**config.mk**
```make
export PLATFORM = sky130hd
export DESIGN_NAME = ssob_ram
export DESIGN_NICKNAME = d
export VERILOG_FILES = /design/src/ssob_ram.sv
export SDC_FILE = /design/constraint.sdc
export NUM_CORES = 1
export LEC_CHECK = 0
export BUFFER_PORTS_ARGS = -buffer_cell sky130_fd_sc_hd__clkbuf_2
export CORE_MARGIN = 1
export CORE_UTILIZATION = 45
export DETAILED_ROUTE_END_ITERATION = 16
export GPL_ROUTABILITY_DRIVEN = 0
export GPL_TIMING_DRIVEN = 1
export SLEW_MARGIN = 10
export SYNTH_ARGS = -nofsm -noshare
export SYNTH_HDL_FRONTEND = slang
export SYNTH_SLANG_ARGS = --single-unit
```
**constraint.sdc**
```tcl
create_clock -name clk -period 5.61 [get_ports clk]
set_input_delay 0.8415 -clock clk [delete_from_list [all_inputs] [get_ports clk]]
set_output_delay 0.8415 -clock clk [all_outputs]
set_load 0.05 [all_outputs]
```
**src/ssob_ram.sv**
```systemverilog
`timescale 1ns / 1ps
module ssob_ram #(
  parameter int WIDTH = 48,
  parameter int DEPTH = 16
) (
  input  logic                                   clk,
  input  logic                                   we,
  input  logic [(DEPTH > 1 ? $clog2(DEPTH) : 1)-1:0] waddr,
  input  logic [WIDTH-1:0]                       wdata,
  input  logic [(DEPTH > 1 ? $clog2(DEPTH) : 1)-1:0] raddr,
  output logic [WIDTH-1:0]                       rdata
);

  logic [WIDTH-1:0] mem [DEPTH];

  always_ff @(posedge clk) begin
    if (we) begin
      mem[waddr] <= wdata;
    end
    rdata <= mem[raddr];
  end

endmodule

```
==> impl_results.md, run 1 <==
* Initial DRC Count at 988
* Seq cells post-synth at 816
* Maximum number of pins on one net before global-route repair at about 100
* Clock transition at path regs at ~0.060 ns
* Max Clock Skew at 0.0169 ns
* Count of nets after finishing at 1458
* Std-Cell Core Area at 0.0648 mm²
* Static leakage at approximately 0.011 µW
* Buffer count from post-CTS setup fixing at 0
* Total of buffers placed on input and output ports at 105
* Count of maximum capacitance violations at 0
* RSZ-0062 raised after global routing: false
* Cell area after technology mapping at 0.0297 mm²
* Main combinational cell family by area after synthesis: multiplexers
* Cell with the biggest individual delay on the critical path: sky130_fd_sc_hd__nor2_4
* Status: finished clean
* Wire length of the first global-routing pass at approximately 92000 µm
* Total of cells resized after clock tree synthesis at 0
* Synth Flop Type: sky130_fd_sc_hd__edfxtp_1
* Reg2Reg Capture Point: rdata[36]
* Startpoint of the lowest-slack register-to-register path: mem[3][36]
* CTS sink count at 816
* Pre-Repair DR Iteration Count at 5
* Number of hold violations in the final report at 0
* Number of global-route vias before repair at 14100
* Synth unique cells at 17
* Placed cell count at 2170
* Worst relative slew slack at 23.6%
* Net count after synthesis at 1300
* Sink of the worst hold path: mem[13][28]
* Vert. Die Dim at 259 µm
* Type of origin of the critical path: input pin
* Remaining global-route overflow at 0
* Horizontal die dimension at ~260 µm
* Per-instance average area after synthesis at 23.9 µm²
* Crit path max-delay family: simple AND/OR/NAND/NOR gates
* Number of cells on the worst reg-to-reg path at 3
* Residual antenna-violating net count after detailed routing at 0
* Number of vias after detailed routing at 13200
* Starting density of the core at 45.8%
* Slew Limit Fails at 0
* Synth async-reset ratio at 0%
* Routed wirelength normalized by instance count at 26.5 µm
* Sequential-to-total area share from yosys stat at 80.9%
* Worst supply voltage drop on vdd at 0.000242 V
* Largest buffer count on any clock path at 3
* Setup TNS at 0 ns
* Crit share post-route at 46.9%
* Count of non-filler cells in the finished layout at 2324
* Mean number of vias per cell at 5.68
* Max Clk Rate at about 380 MHz
* TritonCTS clock tree: done
* Hold buffer count at cts at 0
* Path type of the worst setup path: input pin to flop
* Number of antenna violations at the first check in global routing at 0
* Total routing usage reported by global routing at 19.0%
* Number of buffers inserted during clock tree synthesis at 83
* Synthesized instance count at 1242
* CP Buf/Inv Count at 2
* Synthesized-area fraction occupied by xor and xnor cells at 0%
* Die ar. at 0.0670 mm²
* Complex-gate fraction of the synthesized area at roughly 2.4%
* Slew at the pin closest to its max-slew limit at 1.14 ns
* Worst endpoint required time at 5.90 ns
* Fraction of synthesized area in multiplexers at between 10% and 20%
* Area growth from synthesis to layout at 14.5%
* Endpoint type of the worst setup path: flop
* Total DRC errors in the routed layout at 0
* Peak per-stage delay on the critical path at 0.90 ns
* Clock Root Buffer: sky130_fd_sc_hd__clkbuf_16
* Simple logic cell fraction of the synthesized area at 1.05%
* Post-Synth Adder-Cell Area at 0%
* PD cells at 380 mW/mm²
* Antenna cells at 0
* Latest clock arrival within the worst-skew pair at 0.63 ns
* # setup viols final at 0
* Maximum fanout count along the critical path at 30
* Number of fillers in the final layout at roughly 5000
* Min Clock Period, post-route at between 2 and 3 ns
* Post-synth EDFFs at 768
* Worst setup slack for register-to-register paths at 4.16 ns
* Standard-cell row count at 93
* Warnings from Yosys at 0
* Number of cells on the worst hold path at 1
* Number of ports placed on the die boundary at about 110
* Worst min path class: input pin to flop
* HPWL Detailed at 32100 µm
* Sum of routed wire length over all layers at a little over 60000 µm
* Cell chain of the critical path: clkbuf_2 -> or3b_2 -> nor2_4 -> buf_4
* Commonest cells after routing, fill and taps aside: sky130_fd_sc_hd__edfxtp_1, sky130_fd_sc_hd__mux4_2, sky130_fd_sc_hd__clkbuf_2
* Data arrival time of the worst path at between 2 and 3 ns
* Startpoint of the tightest hold check path: wdata[28]
* Leading cell type in the layout, fill and taps excluded: sky130_fd_sc_hd__edfxtp_1
* Fraction of layout instances using a drive strength above 1 at 31.6%
* H-tree levels at 3
stage by stage:
step                setup slack (ns)  cell area (µm²)  power, µW  utilization [%]  hold slack, ns
global route                    2.88            34000      13300             52.5           0.611
finish                          2.98            34000      12900             52.5           0.619
floorplan                      0.464            29700       7450                -           0.635
detailed placement              2.31            31400       7720             48.4           0.661
global placement                2.32            31400       7700             48.4           0.649
CTS                             2.96            34000      13000             52.5           0.579
worst max-delay path by stage:
| stage | startpoint | end | slack (ns) | depth (start not counted) |
|---|---|---|---|---|
| finish | waddr[2] | mem[1][38] | 2.98 | 4 |
| global route | raddr[0] | rdata[30] | 2.88 | 5 |
| CTS | waddr[2] | mem[1][43] | 2.96 | 4 |
| detailed placement | waddr[2] | mem[1][29] | 2.31 | 4 |
| global placement | waddr[2] | mem[1][39] | 2.32 | 4 |
| floorplan | waddr[2] | mem[0][0] | 0.46 | 2 |
state kept, by name, summed over array words and instances (netlist names):
register	cells
mem	768
rdata	48
cell families (layout without fill, tap and decap cells):
kind of cell / Yosys count / count (layout)
mux: 192 / 192
buf+inv: 63 / 290
compound gates: 96 / 96
flops: 816 / 816
simple gates: 75 / 75
report_power, final:
| group | leakage [µW] | internal, µW | switching, µW |
|---|---|---|---|
| registers | 0.00734 | 6820 | 44.5 |
| logic | 0.00227 | 235 | 476 |
| clock network | 0.00129 | 3110 | 2220 |
| total | 0.0109 | 10200 | 2740 |
Yosys cell counts, types with 4 or more instances:
master                     number  area, µm²
sky130_fd_sc_hd__nor3_1         4       20.0
sky130_fd_sc_hd__nor2_1        13       48.8
sky130_fd_sc_hd__nand2_1       49        184
sky130_fd_sc_hd__a22oi_1       96        721
sky130_fd_sc_hd__edfxtp_1     768      23100
sky130_fd_sc_hd__buf_2          8       40.0
sky130_fd_sc_hd__mux4_2       192       4320
sky130_fd_sc_hd__clkbuf_1      28        105
sky130_fd_sc_hd__buf_1          9       33.8
sky130_fd_sc_hd__dfxtp_1       48        961
sky130_fd_sc_hd__buf_4         18        135
worst register-to-register path, cell delays in order, from the launching register on:
cell	delay [ns]
sky130_fd_sc_hd__edfxtp_1	0.37
sky130_fd_sc_hd__mux4_2	0.47
sky130_fd_sc_hd__a22oi_1	0.39
sky130_fd_sc_hd__nand2_1	0.09
layer usage:
layer	part of all wire (%)	GRT usage, %	up-vias
met5	0	0	-
met4	1.9	5.19	0
met3	4.3	2.92	84
met2	52	32.4	300
met1	42	25.4	7174
li1	-	-	5633
area by class of cell:
class                      instances  area, µm²  share of cell area, %
tap                              855       1070                   3.15
multi-input combinational        363       5490                   16.1
clock inverter                    36        332                  0.975
sequential                       816      24000                   70.6
timing repair buffer             136        777                   2.28
clock buffer                     118       2310                   6.80
Note: power is estimated with default switching activity, not from simulation.
==> run 2: changes to the inputs <==
ABC_AREA = 1   (was not set)
clock period = 2.5 ns   (was 5.61 ns; I/O delays follow)
==> run 2 against run 1 <==
  * Sequential power grew 120%
  * First-iteration DRC count grew 120%
  * Via count grew 67%
  * Combinational power grew to 2.9 times the previous value
  * Routed wire length grew 37%
  * Total power grew 130%
  * Critical path type is now flop to output port
  * Sequential cell count is the same
  * Design area grew 13%
  * Non-clock buffer count grew 22
==> impl_results.md, run 2 <==
* Status: finished clean (unchanged)
* Max Clk Rate at around 570 MHz
* CP Buf/Inv Count at 1 (was 2)
* Cell chain of the critical path: clkbuf_2 (was clkbuf_2 -> or3b_2 -> nor2_4 -> buf_4)
* Warnings from Yosys at 0 (unchanged)
* Fraction of synthesized area in multiplexers at 0% (was 14.6%)
* Count of non-filler cells in the finished layout at 4288 (was 2324)
* Clock transition at path regs at 0.06 ns (about the same)
* Maximum fanout count along the critical path at 1 (was 30)
* Total routing usage reported by global routing at 22.1% (was 19.0%)
* Max Clock Skew at 0.0200 ns (was 0.0169 ns)
* Static leakage at 0.0163 µW (was 0.0109 µW)
* Remaining global-route overflow at 0 (unchanged)
* Post-synth EDFFs at 768 (unchanged)
* Peak per-stage delay on the critical path at 0.42 ns (was 0.90 ns)
* Hold buffer count at cts at 0 (unchanged)
* Stages on the worst setup path at 1 (was 4)
* Leading cell type in the layout, fill and taps excluded: sky130_fd_sc_hd__nand2_1 (was sky130_fd_sc_hd__edfxtp_1)
* Area growth from synthesis to layout at 13.0% (was 14.5%)
* Data arrival time of the worst path at 1.38 ns (was 2.92 ns)
* Switching share of power at 22.9% (was 21.3%)
* Standard-cell row count at 100 (was 93)
* Sum of routed wire length over all layers at 84300 µm (was 61600 µm)
* Std-Cell Core Area at 0.0746 mm² (was 0.0648 mm²)
* Comb power frac at 6.9% (was 5.5%)
* Commonest cells after routing, fill and taps aside: sky130_fd_sc_hd__nand2_1, sky130_fd_sc_hd__edfxtp_1, sky130_fd_sc_hd__inv_1 (was sky130_fd_sc_hd__edfxtp_1, sky130_fd_sc_hd__mux4_2, sky130_fd_sc_hd__clkbuf_2)
* Slew Limit Fails at 0 (unchanged)
* Main combinational cell family by area after synthesis: simple AND/OR/NAND/NOR gates (was multiplexers)
* Fraction of power consumed by the clock network at 41.2% (was 41.3%)
* Number of buffers inserted during clock tree synthesis at 84 (was 83)
* Total power at 29700 µW (was 12900 µW)
* Switching power at 6790 µW (was 2740 µW)
* Wire length of the first global-routing pass at 128000 µm (was 92200 µm)
* Placed cell count at 4134 (was 2170)
* Simple logic cell fraction of the synthesized area at 19.9% (was 1.05%)
* Synth top area cells: sky130_fd_sc_hd__edfxtp_1, sky130_fd_sc_hd__nand2_1, sky130_fd_sc_hd__nand3_1 (was sky130_fd_sc_hd__edfxtp_1, sky130_fd_sc_hd__mux4_2, sky130_fd_sc_hd__dfxtp_1)
* Mean number of vias per cell at 5.12 (was 5.68)
* Antenna cells at 0 (unchanged)
* Final worst slack at 0.741 ns (was 2.98 ns)
* Count of maximum capacitance violations at 0 (unchanged)
* Worst min path class: input pin to flop (unchanged)
* Largest register by flop count: mem (unchanged)
* Seq cells post-synth at 816 (unchanged)
* Number of cells on the worst hold path at 1 (unchanged)
* Fraction of layout instances using a drive strength above 1 at 8.98% (was 31.6%)
* Complex-gate fraction of the synthesized area at 0% (was 2.43%)
* Synthesized-area fraction occupied by xor and xnor cells at 0% (unchanged)
* Post-synth top area cell: sky130_fd_sc_hd__edfxtp_1 (unchanged)
* Endpoint type of the worst setup path: output port (was flop)
* Synth unique cells at 15 (was 17)
* Sequential share of power at 51.9% (was 53.1%)
* Number of ports placed on the die boundary at 106 (unchanged)
* Proportion of netlist area held by the largest area contributor at 67.9% (was 77.7%)
* Crit share post-route at a little over two thirds
* TritonCTS clock tree: done (unchanged)
* Number of hold violations in the final report at 0 (unchanged)
* Cell with the biggest individual delay on the critical path: sky130_fd_sc_hd__dfxtp_1 (was sky130_fd_sc_hd__nor2_4)
* # setup viols final at 0 (unchanged)
* Hold WS at 0.155 ns (was 0.619 ns)
* Cell area after technology mapping at 0.0340 mm² (was 0.0297 mm²)
* Min Clock Period, post-route at 1.76 ns
* Crit path max-delay family: flip-flops (was simple AND/OR/NAND/NOR gates)
* Horizontal die dimension at 277 µm (was 259 µm)
* Count of nets after finishing at 3309 (was 1458)
* Die ar. at 0.0766 mm² (was 0.0670 mm²)
* H-tree levels at 3 (unchanged)
* Latest clock arrival within the worst-skew pair at 0.64 ns (was 0.63 ns)
* Number of cells on the worst reg-to-reg path at 6 (was 3)
* Per-instance average area after synthesis at 10.7 µm² (was 23.9 µm²)
* Routed wirelength normalized by instance count at 19.7 µm (was 26.5 µm)
* Type of origin of the critical path: flop (was input pin)
* Synth async-reset ratio at 0% (unchanged)
* Leading registers by flop count: mem: 768 flops, rdata: 48 flops (unchanged)
* Synth cell count leaders: sky130_fd_sc_hd__nand2_1, sky130_fd_sc_hd__edfxtp_1, sky130_fd_sc_hd__inv_1 (was sky130_fd_sc_hd__edfxtp_1, sky130_fd_sc_hd__mux4_2, sky130_fd_sc_hd__a22oi_1)
* Most common cell in the synthesized netlist: sky130_fd_sc_hd__nand2_1 (was sky130_fd_sc_hd__edfxtp_1)
* Vert. Die Dim at 277 µm (was 259 µm)
* RSZ-0062 raised after global routing: false (unchanged)
* Initial DRC Count at 2156 (was 988)
* Post-Synth Adder-Cell Area at 0% (unchanged)
* Slew at the pin closest to its max-slew limit at 0.792 ns (was 1.14 ns)
* PD cells at 772 mW/mm² (was 380 mW/mm²)
* Largest buffer count on any clock path at 3 (unchanged)
* Number of flip-flops in the largest register at 768 (unchanged)
* Worst supply voltage drop on vdd at 0.000469 V (was 0.000242 V)
* Number of global-route vias before repair at 21200 (was 14100)
* Path type of the worst setup path: flop to output port (was input pin to flop)
* Pre-Repair DR Iteration Count at 6 (was 5)
* Number of antenna violations at the first check in global routing at 5 (was 0)
* Worst endpoint required time at 2.12 ns (was 5.90 ns)
* Synthesized instance count at 3165 (was 1242)
* Internal power component at 22900 µW (was 10200 µW)
* Net count after synthesis at 3223 (was 1300)
* Sequential-to-total area share from yosys stat at 70.7% (was 80.9%)
* CTS sink count at 816 (unchanged)
* Total DRC errors in the routed layout at 0 (unchanged)
* Total of buffers placed on input and output ports at 105 (unchanged)
* Buffer count from post-CTS setup fixing at 0 (unchanged)
* Synth Flop Type: sky130_fd_sc_hd__edfxtp_1 (unchanged)
* Starting density of the core at 45.6% (was 45.8%)
* Placement Setup Slack at 0.562 ns (was 2.31 ns)
* Residual antenna-violating net count after detailed routing at 0 (unchanged)
* HPWL Detailed at 40800 µm (was 32100 µm)
* Number of vias after detailed routing at 22000 (was 13200)
* Clock Root Buffer: sky130_fd_sc_hd__clkbuf_16 (unchanged)
* Maximum number of pins on one net before global-route repair at 151 (was 99)
* Worst relative slew slack at 47.2% (was 23.6%)
* Total of cells resized after clock tree synthesis at 0 (unchanged)
-- run 2: logic make-up after synthesis --
| group | count (synthesis) |
|---|---|
| buffers and inverters | 740 |
| DFF | 816 |
| and+or+nand+nor | 1609 |
-- run 2: path summary, 6_finish.rpt --
path | from | to | slack, ns
max | rdata[12] | rdata[12] | 0.74
min | wdata[4] | mem[8][4] | 0.15
max reg2reg | mem[7][47] | rdata[47] | 1.47
min reg2reg | mem[10][42] | rdata[42] | 0.65
-- run 2: metal layers --
metal / global-route usage (%) / vias up / part of all wire (%)
li1: - / 10400 / -
met1: 31.6 / 10700 / 45
met2: 35.3 / 711 / 47
met3: 3.29 / 115 / 6.4
met4: 5.71 / 10 / 1.7
met5: 0 / - / 0.082
-- run 2: area by class of cell --
| cell class | count | area, µm² |
|---|---|---|
| fill | 6465 | 36200 |
| sequential | 816 | 24000 |
| multi-input combinational | 1609 | 6890 |
| clock buffer | 115 | 2330 |
| inverter | 582 | 2200 |
| timing repair buffer | 158 | 1380 |
| tap | 969 | 1210 |
| clock inverter | 39 | 349 |
-- run 2: power by group through the flow --
stage	combinational (µW)	clock [µW]	sequential, µW
finish	2050	12200	15400
global route	2240	13000	15400
CTS	2060	12400	15400
detailed placement	2050	0	15700
global placement	2020	0	15700
floorplan	1030	0	16000
-- run 2: metrics by stage --
stage               cell area [µm²]  TNS [ns]  util [%]
finish                        38400         0      51.5
global route                  38400         0      51.5
CTS                           38400         0      51.5
detailed placement            35700         0      47.9
global placement              35700         0      47.9
floorplan                     34000   -269.03         -
