`src/ssob_pkg.sv`:
```
`timescale 1ns / 1ps
package ssob_pkg;

  // Input operation codes
  localparam logic OP_LOAD = 1'b0;
  localparam logic OP_TICK = 1'b1;

  // Configuration register indexes
  localparam logic [1:0] CFG_RANGE_GAIN      = 2'd0;
  localparam logic [1:0] CFG_BASE_PITCH      = 2'd1;
  localparam logic [1:0] CFG_DISTANCE_OFFSET = 2'd2;

  localparam logic [7:0]  RANGE_GAIN_RST      = 8'd3;
  localparam logic [14:0] BASE_PITCH_RST      = 15'd100;
  localparam logic [15:0] DISTANCE_OFFSET_RST = 16'd100;

  // Divider widths: dividend is c << 16 of the distance gain
  localparam int DVD_W = 32;
  localparam int DVS_W = 17;

  // Q30 polynomial coefficients of the sine approximation
  localparam logic [31:0] SIN_C1 = 32'd1686629713;
  localparam logic [31:0] SIN_C3 = 32'd693598666;
  localparam logic [31:0] SIN_C5 = 32'd85569306;
  localparam logic [31:0] SIN_C7 = 32'd5026995;
  localparam logic [31:0] SIN_C9 = 32'd172272;

  localparam logic [14:0] MAG_MAX = 15'd32767;

endpackage

```
`src/ssob_div.sv`:
```
`timescale 1ns / 1ps
module ssob_div (
  input  logic                         clk,
  input  logic                         rst,
  input  logic                         start,
  input  logic [ssob_pkg::DVD_W-1:0]   dividend,
  input  logic [ssob_pkg::DVS_W-1:0]   divisor,
  output logic                         busy,
  output logic [ssob_pkg::DVD_W-1:0]   quotient
);

  localparam int STEP_W = $clog2(ssob_pkg::DVD_W + 1);

  logic [ssob_pkg::DVS_W-1:0] dvs;
  logic [ssob_pkg::DVS_W-1:0] rem;
  logic [STEP_W-1:0]          steps;
  logic [ssob_pkg::DVS_W:0]   trial;

  // One quotient bit per cycle, restoring
  assign trial = {rem, quotient[ssob_pkg::DVD_W-1]};

  always_ff @(posedge clk) begin
    if (rst) begin
      busy  <= 1'b0;
      steps <= '0;
    end else if (start) begin
      busy     <= 1'b1;
      steps    <= STEP_W'(ssob_pkg::DVD_W);
      quotient <= dividend;
      rem      <= '0;
      dvs      <= divisor;
    end else if (busy) begin
      if (trial >= {1'b0, dvs}) begin
        rem      <= ssob_pkg::DVS_W'(trial - {1'b0, dvs});
        quotient <= {quotient[ssob_pkg::DVD_W-2:0], 1'b1};
      end else begin
        rem      <= trial[ssob_pkg::DVS_W-1:0];
        quotient <= {quotient[ssob_pkg::DVD_W-2:0], 1'b0};
      end
      steps <= steps - 1'b1;
      if (steps == STEP_W'(1)) begin
        busy <= 1'b0;
      end
    end
  end

endmodule
```
`config.mk`:
```
export PLATFORM = sky130hd
export DESIGN_NAME = ssob_div
export DESIGN_NICKNAME = d
export VERILOG_FILES = /design/src/ssob_pkg.sv /design/src/ssob_div.sv
export SDC_FILE = /design/constraint.sdc
export NUM_CORES = 1
export LEC_CHECK = 0
export BUFFER_PORTS_ARGS = -buffer_cell sky130_fd_sc_hd__buf_2
export CAP_MARGIN = 20
export CORE_MARGIN = 2
export CORE_UTILIZATION = 45
export CTS_BUF_LIST = sky130_fd_sc_hd__clkbuf_4
export CTS_CLUSTER_SIZE = 28
export DETAILED_ROUTE_END_ITERATION = 16
export HOLD_SLACK_MARGIN = 0.02
export PLACE_DENSITY = 0.66
export REMOVE_ABC_BUFFERS = 1
export SYNTH_ARGS = -nofsm -noshare
export SYNTH_HDL_FRONTEND = slang
export SYNTH_SLANG_ARGS = --single-unit
```
`constraint.sdc`:
```
create_clock -name clk -period 9.26 [get_ports clk]
set_input_delay 0.926 -clock clk [delete_from_list [all_inputs] [get_ports clk]]
set_output_delay 0.926 -clock clk [all_outputs]
set_load 0.02 [all_outputs]
```
==> results of run 1 <==
cell usage after synthesis (all sizes together) (6+ instances only):
cell type	instances
a211oi	6
a21oi	14
buf	7
dfxtp	7
edfxtp	66
ha	19
inv	23
mux2	32
mux2i	9
nand2	12
nand3	6
nor2	24
nor3	8
o21a	6
o21ai	8
xnor2	8
xor2	6
worst min-delay path by stage:
stage,cells past startpoint,start,endpoint
2_1_floorplan,2,steps[1],steps[1]
3_3_place_gp,2,steps[1],steps[1]
3_5_place_dp,2,steps[1],steps[1]
4_1_cts,2,steps[1],steps[1]
5_1_grt,2,steps[1],steps[1]
6_report,2,steps[1],steps[1]
cell type report:
class                           instances  area [um2]  area share, %
Tap cell                              108         135           2.91
Timing Repair Buffer                   87         447           9.61
Clock buffer                           10        75.1           1.61
Clock inverter                          6        91.3           1.96
Sequential cell                        73        2120           45.6
Inverter                               23        86.3           1.86
Multi-Input combinational cell        209        1690           36.4
registers in the layout, indices dropped and copies added, names as in the netlist:
name and flops:
busy 1, dvs 17, steps 6, quotient 32, rem 17
metrics by stage:
stage | instances | power, W
detailed placement | 499 | 0.000613
floorplan | 305 | 0.000557
finish | 516 | 0.000842
global route | 516 | 0.000883
global placement | 499 | 0.000611
CTS | 515 | 0.000846
worst max-delay path, delay by kind of cell (launching register included):
| kind | cells | cell delay [ps] |
|---|---|---|
| AOI/OAI and AO/OA | 4 | 900 |
| adders and majority gates | 2 | 570 |
| buffers and inverters | 2 | 130 |
| DFF | 1 | 430 |
| and+or+nand+nor | 2 | 810 |
placed cells by master, fill, tap and decap left out, types with 2 or more instances in the layout:
master     synthesis  final
dfxtp_1            7      7
o21a_1             6      6
nand2b_1           3      3
and2_1             2      2
o21ai_0            7      7
o22a_1             2      2
clkbuf_4           0     10
a211oi_1           2      2
mux2i_1            9      9
buf_4              1      2
inv_1             23     23
o31ai_1            2      2
nand4_1            5      5
ha_1              19     19
nand3_1            5      5
nor2_2             4      4
clkinv_4           0      2
a211oi_2           4      4
buf_2              2     84
a21oi_1           14     14
nor2_1            20     19
nor3_1             8      8
mux2_2            32     32
xnor2_1            8      8
bufinv_16          0      2
a31oi_1            5      5
a21o_1             5      5
xor2_1             6      6
edfxtp_1          66     66
nand2_1           12     12
or3_1              3      3
o2111ai_1          2      2
layer usage:
metal  vias to the layer above  GRT usage, %  share of wire (%)  wire (um)
met5                         -             0                  0          0
met4                         0          4.38               0.97         77
met3                         8          6.80                8.2        652
met2                        96          26.3                 45       3550
met1                      1299          23.0                 46       3670
li1                       1376             -                  -          -
cells by family (layout without fill, tap and decap cells):
| group | Yosys count | in the layout | synth area share (%) |
|---|---|---|---|
| simple gates | 71 | 71 | 9.36 |
| flops | 73 | 73 | 53.5 |
| fa+ha+maj | 20 | 20 | 6.49 |
| buf+inv | 35 | 126 | 4.16 |
| compound gates | 63 | 63 | 12.1 |
| xor+xnor | 14 | 14 | 3.09 |
| mux | 41 | 41 | 11.3 |
power groups by stage:
| stage | logic, W | clock network, W | registers (W) |
|---|---|---|---|
| 2_1_floorplan | 0.000135 | 0 | 0.000422 |
| 3_3_place_gp | 0.000198 | 0 | 0.000413 |
| 3_5_place_dp | 0.000201 | 0 | 0.000412 |
| 4_1_cts | 0.000203 | 0.000238 | 0.000406 |
| 5_1_grt | 0.000225 | 0.000249 | 0.000409 |
| 6_report | 0.000203 | 0.000234 | 0.000405 |
==> key figures, run 1 <==
Clock tree
  – CTS Sinks: 73
  – Clk_lat worst skew: roughly 420 ps
  – Root buffer selected by CTS: clkbuf_4
  – Clock Path Buffers: 2
  – Post-cts resize count: 0
  – Hold_buf cts: 0
  – Setup bufs post-CTS: 0
  – Clock-pin slew on the worst setup and hold paths: approximately 130 ps
  – Cts bufs inserted: 9
  – Max H-tree Level: 3
  – CTS tree: done

Job
  – Max cap viols: 0

STA
  – Worst-margin pin slew: 696 ps
  – Setup-failing EPs final: 0
  – Setup WS post-layout: 6260 ps
  – Fmax: 333 MHz
  – TNS Setup: 0 ps
  – Crit share post-route: 32.4%
  – Slew HR: 53.2%
  – RSZ-0062 raised after global routing: false
  – Final Slew Violations: 0
  – Fin crit period: 3000 ps
  – Hold Fails Final Rpt: 0
  – Worst hold slack: 518 ps
  – Final Skew: 15.2 ps

Drt
  – Final WL: roughly 8000 um
  – Via count: ~2800
  – WL/cell: 15.4 um
  – DRC errors left: 0
  – Final ANT Viol Nets: 0
  – Vias/cell: 5.39
  – Iter 0 DRT Violations: 97
  – TritonRoute pass-1 iters: 4

Power
  – Sw Share: approximately 30%
  – Switching pwr: between 0.0002 and 0.00025 W
  – Power share of the clock group: 27.8%
  – Gate power share: 24.1%
  – LEAKAGE: between 1.5 and 2 nW
  – Power density cells: approximately 180 mW/mm2
  – Flop pwr share: 48.2%
  – Peak VDD IR: 0.0867 mV
  – Int Pwr: 0.000592 W

Placed design
  – Worst slack, placed: 6270 ps
  – Routability Congestion: 0.815
  – Placed cell areas: 0.00447 mm2
  – Final HPWL from detailed placement: ~5500 um
  – Number of port buffers: 84

Cells and area
  – Nets@finish: between 400 and 500
  – Number of fillers in the final layout: 735
  – Share of cells above drive strength 1: 36.8%
  – Final core occ: 53.8%
  – Diodes inserted: 0
  – Synth-to-layout area growth: 17.1%
  – Final Instance Area: 0.00465 mm2

Global route
  – Initial antenna violation count: 0
  – GR Overflow Total: 0
  – Vias in the first global route: ~2800
  – First-pass GRT wire length: 13300 um
  – GR Util All Layers: 17.2%
  – Largest net degree at the start of global routing: 59

Critical path
  – Worst setup SP type: flop
  – Cell Chain, Critical Path: inv_1 -> ha_1 -> inv_1 -> fa_1 -> a21o_1 -> a221oi_4 -> a211o_4 -> nand3_4 -> or3b_1 -> o31ai_1
  – Crit-path most repeated cell: inv_1
  – Crit path DAT: between 3000 and 4000 ps
  – Worst setup EP type: flop
  – CP startpoint: quotient[31]
  – Worst R2R End: rem[15]
  – R2R Path Start: quotient[31]
  – Reg2reg setup slack: 6260 ps
  – Worst EP required: 9510 ps
  – FF-to-FF path depth: 10
  – Critical-path maximum fanout: 24
  – CP Class: reg -> reg
  – Critical path's largest stage delay: 500 ps
  – Worst setup path endpoint: rem[15]
  – Slowest CP cell: or3b_1

Logic synthesis
  – Largest cells by area after synthesis: edfxtp_1, mux2_2, ha_1, dfxtp_1, mux2i_1
  – Post-synth EDFFs: 66
  – Share of the synthesized area in the top cell type: 49.9%
  – Yosys cell types: 56
  – Syn Area/Cell: 12.5 um2
  – Seq cells post-synth: 73
  – Synth warnings: 0
  – Post-synth top area cell: edfxtp_1
  – Post-synthesis cell count: around 320
  – Post-synthesis sequential area ratio: between 50% and 60%
  – Primary FF master, synth: edfxtp_1
  – Cell area after synthesis: 0.00397 mm2
  – Asr flop ratio synth: 0%

Status
  – Outcome: complete, no violations

Floorplanning
  – I/O Pins: 85
  – Row count: 34
  – Die area: 0.00959 mm2
  – Core Region: 0.00864 mm2
  – Die Wd: 97.9 um
  – Die Ht: 97.9 um
  – Initial core utilization: 46.0%

Min path
  – Hold Path Class: reg -> reg
(Power assumes the default switching activity.)
==> run 2: changes to the inputs <==
ABC_AREA = 1   (was default)
PLACE_DENSITY = 0.65   (was 0.66)
clock period = 3.2 ns   (was 9.26 ns; I/O delays follow)
==> run 2 against run 1 <==
Final cell count up 45%. First-iteration DRC count rose by 61%. Worst setup slack got worse by 5400 ps. Power increased to 3.0 times the previous value. Non-clock buffer count up 6. Global-route usage increased by 2.7 points. Clock-buffer cell count did not move. Sequential power grew to 2.9 times the previous value. Synthesized cell count up 65%. Cell area grew 8.6%. Largest cell class unchanged. Highest routed layer unchanged.
==> key figures, run 2 <==
Status
  – Outcome: complete, no violations

Job
  – Max cap viols: 0

Clock tree
  – Cts bufs inserted: 9
  – CTS Sinks: 73
  – Setup bufs post-CTS: 0
  – Clock-pin slew on the worst setup and hold paths: 120 ps
  – Max H-tree Level: 3
  – Clock Path Buffers: 2
  – Clk_lat worst skew: 430 ps
  – Root buffer selected by CTS: clkbuf_4
  – CTS tree: done

Drt
  – WL/cell: 12.8 um
  – TritonRoute pass-1 iters: 7
  – Iter 0 DRT Violations: 156
  – Final ANT Viol Nets: 0
  – Vias/cell: ~4.8
  – DRC errors left: 0
  – Via count: 3551
  – Final WL: 9590 um

Cells and area
  – Largest register FFs: 32
  – Nets@finish: 685
  – Share of cells above drive strength 1: a little under a quarter
  – Area of the multi-input gates: roughly 0.0018 mm2
  – Number of fillers in the final layout: between 800 and 900
  – Synth-to-layout area growth: 17.5%
  – Biggest register: quotient
  – Fin cells: 747
  – Register area: 0.00212 mm2
  – Commonest non-fill, non-tap cell in the layout: nand2_1
  – Biggest regs: quotient x32, dvs x17, rem x17
  – Diodes inserted: 0
  – Most frequent cells in the layout: nand2_1, buf_2, edfxtp_1

Critical path
  – Crit path max-delay family: simple AND/OR/NAND/NOR gates
  – Worst setup EP type: flop
  – Buf/Inv on CP: 3
  – Worst setup SP type: flop
  – Reg2reg setup slack: 820 ps
  – CP Class: reg -> reg
  – Critical path's largest stage delay: 430 ps
  – Worst EP required: 3460 ps
  – Critical-path maximum fanout: 13
  – Cell Chain, Critical Path: inv_1 -> ha_1 -> inv_1 -> fa_1 -> nand3_1 -> nand3_2 -> nand2_4 -> nand2_4 -> inv_2 -> nor2_2 -> nor2_1
  – Slowest CP cell: fa_1
  – Crit path DAT: 2650 ps

STA
  – Hold Fails Final Rpt: 0
  – Slew HR: between 60 and 70%
  – Crit share post-route: 74.5%
  – Fin crit period: 2380 ps
  – TNS Setup: 0 ps
  – Final Skew: ~21 ps
  – Worst-margin pin slew: 455 ps
  – Setup-failing EPs final: 0
  – RSZ-0062 raised after global routing: false
  – Final Slew Violations: 0
  – Worst hold slack: 67.9 ps
  – Fmax: 419 MHz

Placed design
  – Total placed cells including tap cells: approximately 730
  – Number of port buffers: 84
  – Final HPWL from detailed placement: 7190 um
  – Routability Congestion: 0.888

Floorplanning
  – Die Wd: 102 um
  – Die area: 0.0104 mm2
  – Die Ht: around 100 um
  – Core Region: 0.00924 mm2
  – Row count: 35
  – I/O Pins: 85
  – Initial core utilization: 46.5%

Global route
  – Largest net degree at the start of global routing: 31
  – GR Overflow Total: 0
  – Initial antenna violation count: 0
  – First-pass GRT wire length: 15900 um
  – GR Util All Layers: 19.9%
  – Vias in the first global route: 3465

Logic synthesis
  – Cell area after synthesis: 0.00430 mm2
  – Post-synth EDFFs: 66
  – Syn Area/Cell: 8.24 um2
  – Seq cells post-synth: 73
  – Post-synthesis cell count: 522
  – Largest cells by area after synthesis: edfxtp_1, nand2_1, ha_1, inv_1, nor2_1
  – Post-synth top area cell: edfxtp_1
  – Asr flop ratio synth: 0%
  – Share of the synthesized area in the top cell type: a little under half
  – Primary FF master, synth: edfxtp_1
  – Synth warnings: 0
  – Commonest cells in the netlist: nand2_1, edfxtp_1, inv_1
  – Yosys cell types: 33
  – Most common cell in the synthesized netlist: nand2_1
  – Post-synthesis sequential area ratio: 49.4%

Power
  – LEAKAGE: 2.53 nW
  – Power density cells: 495 mW/mm2
  – Peak VDD IR: 0.319 mV
  – Power Total: 0.00250 W

Min path
  – Hold Path Class: in -> reg
[run 2: cell types whose count changed after synthesis, moves of 5 or more]
cell and delta:
a21o_1 -5, inv_1 +40, inv_2 +8, mux2_2 -32, mux2i_1 -9, nand2_1 +195, nand3_1 +16, nand3b_1 +11
nor2_1 +21, nor2_2 +7, o21a_1 -6, xnor2_1 -6
[run 2: cells by family (layout without fill, tap and decap cells)]
logic type	after synthesis	count (layout)	share of synthesized area (%)
xor gates and xnor gates	10	10	2.04
DFF	73	73	49.4
buffers and inverters	84	180	8.03
AOI/OAI and AO/OA	19	19	2.56
adders and majority gates	20	20	6.00
and+or+nand+nor	316	316	32.0
[run 2: cell type report]
| cell class | count | share of cell area (%) |
|---|---|---|
| sequential | 73 | 42.0 |
| multi-input combinational | 365 | 36.4 |
| timing repair buffer | 93 | 9.81 |
| inverter | 71 | 5.28 |
| tap | 129 | 3.20 |
| clock inverter | 6 | 1.78 |
| clock buffer | 10 | 1.49 |
[run 2: metal layers]
| layer | routed length [um] | vias up | global-route usage [%] |
|---|---|---|---|
| li1 | - | 1833 | - |
| met1 | 4470 | 1599 | 26.1 |
| met2 | 4370 | 102 | 31.5 |
| met3 | 622 | 17 | 6.56 |
| met4 | 126 | 0 | 5.61 |
| met5 | 0 | - | 0 |
[run 2: where the power goes]
part           switching (W)  internal, W  leakage [nW]  total (W)
Combinational       0.000417     0.000234          1.75   0.000651
Clock               0.000348     0.000330        0.0874   0.000678
Sequential         0.0000368      0.00113         0.691    0.00117
[run 2: timing repair]
action                    CTS  global route
hold buffers                1             2
hold endpoints to repair    1             2
gates resized for setup     0             0
[run 2: worst paths after layout]
kind | endpoint | start | cells after the start
max | rem[10] | quotient[31] | 11
min | dvs[10] | divisor[10] | 1
max reg2reg | rem[10] | quotient[31] | 11
min reg2reg | quotient[21] | quotient[20] | 2
[run 2: stage by stage]
step                instance area, um2  util, %  setup WS, ps
floorplan                         4220        -          70.2
global placement                  4850     52.5           904
detailed placement                4850     52.5           826
CTS                               5030     54.4           773
global route                      5050     54.7           627
finish                            5050     54.7           816
